$ cat src/sis_pkg.sv
package sis_pkg;

  localparam int NUM_CLASSES = 3;

  typedef enum logic [1:0] {
    CLS_BATCH   = 2'd0,
    CLS_INSTANT = 2'd1,
    CLS_WAITED  = 2'd2,
    CLS_BAD     = 2'd3
  } cls_e;

  typedef enum logic [1:0] {
    ST_INSERTED  = 2'd0,
    ST_DUPLICATE = 2'd1,
    ST_FULL      = 2'd2,
    ST_BAD_CLASS = 2'd3
  } status_e;

  // Per-cycle command broadcast to every cell of the row
  typedef struct packed {
    logic ins;
    cls_e cls;
  } cell_ctl_t;

endpackage

$ cat src/sis_cell.sv
module sis_cell #(
  parameter int IDX         = 0,
  parameter int TABLE_DEPTH = 64,
  parameter int ID_BITS     = 16
) (
  input  logic                                 clk_i,
  input  sis_pkg::cell_ctl_t                   ctl_i,
  input  logic [ID_BITS-1:0]                   id_i,
  input  logic [$clog2(TABLE_DEPTH+1)-1:0]     sel_count_i,
  input  logic [ID_BITS-1:0]                   left_entry_i,
  input  logic                                 left_lt_i,
  output logic [ID_BITS-1:0]                   entry_o,
  output logic                                 lt_o,
  output logic                                 eq_o,
  output logic                                 here_o
);
  import sis_pkg::*;

  localparam int CW = $clog2(TABLE_DEPTH + 1);
  localparam logic [CW-1:0] MY_IDX = CW'(IDX);

  logic [ID_BITS-1:0] entry_q [NUM_CLASSES];
  logic               occupied;

  always_comb begin
    case (ctl_i.cls)
      CLS_BATCH:   entry_o = entry_q[0];
      CLS_INSTANT: entry_o = entry_q[1];
      CLS_WAITED:  entry_o = entry_q[2];
      default:     entry_o = '0;
    endcase
  end

  assign occupied = MY_IDX < sel_count_i;
  assign lt_o     = occupied && (entry_o < id_i);
  assign eq_o     = occupied && (entry_o == id_i);
  // Sorted prefix of smaller entries ends here
  assign here_o   = left_lt_i && !lt_o;

  always_ff @(posedge clk_i) begin
    for (int c = 0; c < NUM_CLASSES; c++) begin
      if (ctl_i.ins && (ctl_i.cls == cls_e'(c))) begin
        if (here_o) begin
          entry_q[c] <= id_i;
        end else if (!left_lt_i) begin
          // shift up: take the neighbor's entry
          entry_q[c] <= left_entry_i;
        end
      end
    end
  end

endmodule

$ cat config.mk
export PLATFORM = sky130hd
export DESIGN_NAME = sis_cell
export DESIGN_NICKNAME = d
export VERILOG_FILES = /design/src/sis_pkg.sv /design/src/sis_cell.sv
export SDC_FILE = /design/constraint.sdc
export NUM_CORES = 1
export LEC_CHECK = 0
export BUFFER_PORTS_ARGS = -buffer_cell sky130_fd_sc_hd__buf_2
export CELL_PAD_IN_SITES_DETAIL_PLACEMENT = 2
export CELL_PAD_IN_SITES_GLOBAL_PLACEMENT = 2
export CORE_ASPECT_RATIO = 1.2
export CORE_UTILIZATION = 34
export CTS_CLUSTER_SIZE = 12
export DETAILED_ROUTE_END_ITERATION = 10
export PLACE_DENSITY = 0.87
export SYNTH_ARGS = -nofsm -noshare
export SYNTH_HDL_FRONTEND = slang
export SYNTH_SLANG_ARGS = --single-unit
$ cat constraint.sdc
create_clock -name clk_i -period 3.9 [get_ports clk_i]
set_clock_uncertainty 0.2 [all_clocks]
set_input_delay 0.195 -clock clk_i [delete_from_list [all_inputs] [get_ports clk_i]]
set_output_delay 0.195 -clock clk_i [all_outputs]
set_load 0.03 [all_outputs]
# == After elaboration in Yosys (flattened, before gate mapping) ==
# Memory sizes are Yosys's and may differ from the RTL's.
# Index checks and enable logic that the tools add are counted.
# word_totals
register_bits,0
mem_bits_rw,48
wordCells,44
n_memories,1
# op_classes
n_lt_le_gt_ge,2
n_eq_ne,3
muxes,25
n_bitwise,3
n_reduce_logical,10
# memory_table
memory,words,width,rd,rd_clocked_by_memory_dff,write_ports,line_no,rtl
entry_q,3,16,3,0,1,sis_cell.sv:22,logic [ID_BITS-1:0] entry_q [NUM_CLASSES];
# op_table
op,n
$mux 16,5
$pmux 16 s3,1
$reduce_or 16->1,2
$mux 1,17
$eq 16x16->1,1
$lt 16x16->1,1
$lt 1x7->1 const A,1
$logic_and 1x1->1,6
$mux 2,2
$or 1x1->1,3
$eq 2x1->1 const B,1
$eq 2x2->1 const B,1
$logic_not 2->1,1
$logic_not 1->1,1

# == Longest topological paths before layout ==
# logic_depth
depth_word,13
ltp_mapped,11
mapped_depth_nobuf,9

# == Least setup slack after synthesis ==
# OpenSTA, ideal clock, no wires.
# synth_timing
path_type,input port to flip-flop
startpoint,in ctl_i[1] (netlist bit)
endpoint,"mem entry_q[2][0], enable pin"
setup_ns,0.394
arrival_ns,2.905
slack_ns,0.400
stages,9
path_cell_list,buf_4 > buf_8 > mux2i_1 > o21ai_1 > ha_1 > nand4_2 > a211oi_1 > nor4_4 > a21oi_1
# synth_via
elab_chain_cells,13
# synth_rtl
element,line_no,rtl
"start, declared",sis_cell.sv:7,"input sis_pkg::cell_ctl_t ctl_i,"
$eq 2x2->1 (tied with other cells),sis_cell.sv:26,case (ctl_i.cls)
$pmux 16 s3 (*),sis_cell.sv:26,
net entry_o[15],sis_cell.sv:12,"output logic [ID_BITS-1:0] entry_o,"
$lt 16x16->1 (*),sis_cell.sv:35,assign lt_o = occupied && (entry_o < id_i);
$logic_and 1x1->1 (*),sis_cell.sv:35,
net lt_o,sis_cell.sv:13,"output logic lt_o,"
$logic_not 1->1 (*),sis_cell.sv:38,assign here_o = left_lt_i && !lt_o;
$logic_and 1x1->1 (*),sis_cell.sv:38,
$mux 1,sis_cell.sv:43,if (here_o) begin
$mux 1,sis_cell.sv:42,if (ctl_i.ins && (ctl_i.cls == cls_e'(c))) begin
$mux 1 (on tied branches),"sis_cell.sv:44, sis_cell.sv:47",
$or 1x1->1 (no source line),-,
$reduce_or 16->1 (no source line),-,
$mux 2 (no source line) / $mux 1 (equally long branches) (2 in series),-,
"end, declared",sis_cell.sv:22,
# Mark *: on every way through the listed nets, which the timed path passes. The rest lies on a longest branch.

# == Final worst setup path ==
# layout_timing
startpoint,in ctl_i[1] (netlist bit)
endpoint,out here_o
# layout_via
elab_chain_cells,6
# layout_rtl
element,line_no,rtl
$eq 2x2->1 (tied with other cells),sis_cell.sv:26,
$pmux 16 s3 (*),sis_cell.sv:26,
$lt 16x16->1 (*),sis_cell.sv:35,
$logic_and 1x1->1 (*),sis_cell.sv:35,
$logic_not 1->1 (*),sis_cell.sv:38,
$logic_and 1x1->1 (*),sis_cell.sv:38,
"end, declared",sis_cell.sv:15,output logic here_o
# Every way passes the cells marked *; elsewhere a longest branch is shown, timed or not.

==> flow_metrics.tcl <==
set metrics [dict create \
    area_of_the_core_um2 8063 \
    layout.nets 400 \
    fin_crit_sh 0.8411 \
    htree_num_levels 2 \
    share_of_synthesized_cell_area_in_full_adder_half_adder_and_majority_cells 0.07114 \
    ant_nets 0 \
    detailedRoute.firstIterationViolations 48 \
    hold_class "input pin to register" \
    synth.avg_cell_area_um2 10.23 \
    rsz0062_at_grt "false" \
    synth_mux_area_frac 0.06892 \
    report.final.setup_viol 0 \
    synthDominantCellAreaShare 0.5122 \
    groute.usage.overall 0.2127 \
    ys_warn_count 0 \
    worst-endpoint-required_ns 3.50 \
    worstSetupEndpointType "output port" \
    largest_register "entry_q" \
    share_of_the_synthesized_area_in_compound_gates_ao_oa_aoi_oai 0.1458 \
    synth_seq_area_share 0.5122 \
    cts_tree "yes" \
    synth.top_cells.by_area "sky130_fd_sc_hd__edfxtp_1 51%, sky130_fd_sc_hd__o21ai_1 11%, sky130_fd_sc_hd__nand2_1 8.4%" \
    critPathArrivalTime_ns 2.89 \
    detail_route.first_pass.iterations 4 \
    timing_worst_setup_path_type "input pin to output port" \
    synth.ff_latch_count 48 \
    dpl.hpwl_mm 6.827 \
    grt_pass1_wl_mm 13.70 \
    cts_buffers 5 \
    synthesis.nets 335 \
    fraction_of_final_layout_cells_sized_beyond_drive_strength_1 0.2647 \
    syn_inst 275 \
    wire_per_inst_um 20.41 \
    fin_tns_setup_ns 0 \
    crit_path_start_kind "input pin" \
    ir_drop_v 0.0001322 \
    placementRows 36 \
    finalNonFillerCells 435 \
    maximum_clock_rate_mhz 304.9 \
    synthSimpleGateAreaFrac 0.1481 \
    tightest_slew_ns 0.7724 \
    via_per_inst 5.430 \
    clk_buf_depth 2 \
    cp_cell_sequence "buf_2 > nor2b_1 > buf_4 > nand2_1 > o21ai_1 > ha_1 > nand4_2 > a211oi_1 > nor4_4 > nor2b_1 > buf_2" \
    netlist.top_cell.by_area "sky130_fd_sc_hd__edfxtp_1" \
    critical_path.slowest_cell "sky130_fd_sc_hd__a211oi_1" \
    aggregate_global_routing_overflow 0 \
    grt_antenna_before_repair 0 \
    routed-via-count 2362 \
    final-hold-violation-count 0 \
    dominant_combinational_cell_family_by_area_after_synthesis "simple AND/OR/NAND/NOR gates" \
    final_util 0.4131 \
    placement.cell_area_um2 3253 \
    cts-root-buf "sky130_fd_sc_hd__clkbuf_8" \
    run_status "complete, no violations" \
    final_max_slew_viol_count 0 \
    leakage_nw 1.354 \
    powerDensity_nw_per_um2 334.4 \
    cts.sinks 48 \
    diodes 0 \
    cts-hold-fix-buffers 0 \
    mostFrequentLayoutCells "63 x sky130_fd_sc_hd__nand2_1, 62 x sky130_fd_sc_hd__buf_2, 61 x sky130_fd_sc_hd__o21ai_1" \
    number_of_gates_given_a_new_drive_strength_after_cts 0 \
    floorplan.die_area_um2 8645 \
    clk_latency_ns 0.30 \
    slew-limit-headroom 0.4845 \
    post-cts-setup-buffers 0 \
    period_minus_slack_ns 3.280 \
    mappedNetlistArea_um2 2814 \
    most_common_library_cell_in_the_layout_ignoring_fill_and_taps "sky130_fd_sc_hd__nand2_1" \
    max_stage_delay_ns 0.61 \
    grt_pass1_vias 2545 \
    pin_count 63 \
    finalInstanceArea_um2 3331 \
    start_util 0.3490 \
    critical_path.max_fanout 17 \
    path_clk_slew_ns 0.09 \
    die-width_um 85.05 \
    dpl.cell_count 428 \
    grt_max_degree 23 \
    total_routed_length_mm 8.880 \
    die_height_um 101.7 \
    io_buffers 62 \
    parity_gate_share_of_the_synthesized_area_counting_xor_and_xnor_cells 0 \
    gp_congestion 0.8706 \
    largest_register_ff_count 48 \
    synth.lib_cells_used.distinct 30 \
    post-route-drc-count 0 \
    reg_top3 "entry_q: 48 flops" \
    synthToLayoutAreaGrowth_pct 18.36 \
    cap_viol_max_count 0 \
]
-- synthesized netlist by cell type (all sizes together) --
cell    count
nor4        2
and2        1
mux2i      16
mux2        3
nor2b       3
a221oi      1
edfxtp     48
nand2      63
nor2        2
clkbuf      1
nor3        3
inv        16
nand4       4
nand3b      1
a21boi      1
nor3b       2
nand2b      1
ha         16
a211oi      1
o211ai      1
a21oi      10
o21ai      61
buf        14
nand3       2
a21o        2
-- kinds of logic after synthesis --
family,count (synthesis)
and+or+nand+nor,84
AOI/OAI and AO/OA,77
DFF,48
buffers and inverters,31
muxes,19
adders and majority gates,16
-- metal layers --
metal / track usage / up-vias / share of wire
met5: 0 / - / 0
met4: 0.09909 / 0 / 0.036
met3: 0.02445 / 22 / 0.031
met2: 0.3914 / 63 / 0.52
met1: 0.2474 / 1165 / 0.41
li1: - / 1112 / -
-- report_power, final --
group	internal, W	total (W)	switching [W]	leakage, nW
sequential	0.000586	0.000590	0.00000383	0.438
clock	0.000123	0.000297	0.000174	0.0410
combinational	0.0000790	0.000227	0.000148	0.875
-- layout make-up --
type,instances,area [um2]
timing repair buffer,73,392.9
sequential,48,1441
clock inverter,1,5.005
multi-input combinational,196,1240
tap,95,118.9
clock buffer,6,72.57
fill,893,4732
inverter,16,60.06
-- stage by stage --
step	setup slack (ns)	hold slack, ns	power [W]
6_report	0.6199	0.001023	0.001114
5_1_grt	0.4283	0.01933	0.001149
4_1_cts	0.6343	0.003421	0.001115
3_5_place_dp	0.4244	0.3163	0.0008280
3_3_place_gp	0.7605	0.3075	0.0008128
2_1_floorplan	0.4005	0.1885	0.0007375
-- critical path, delay by kind of cell --
family,cells,cell delay [ns]
and+or+nand+nor,5,0.71
AOI/OAI and AO/OA,2,0.71
adders and majority gates,1,0.39
buffers and inverters,3,0.88
-- path summary, 6_finish.rpt --
check / startpoint / endpoint / slack, ns / depth (start not counted)
worst max register to register: entry_q[2][11] / entry_q[1][4] / 0.89 / 8
worst max-delay path: ctl_i[1] / here_o / 0.62 / 11
worst min-delay path: left_entry_i[7] / entry_q[1][7] / 0.001 / 3
worst min register to register: entry_q[1][2] / entry_q[1][10] / 1.40 / 8
Note: power is estimated with default switching activity, not from simulation.
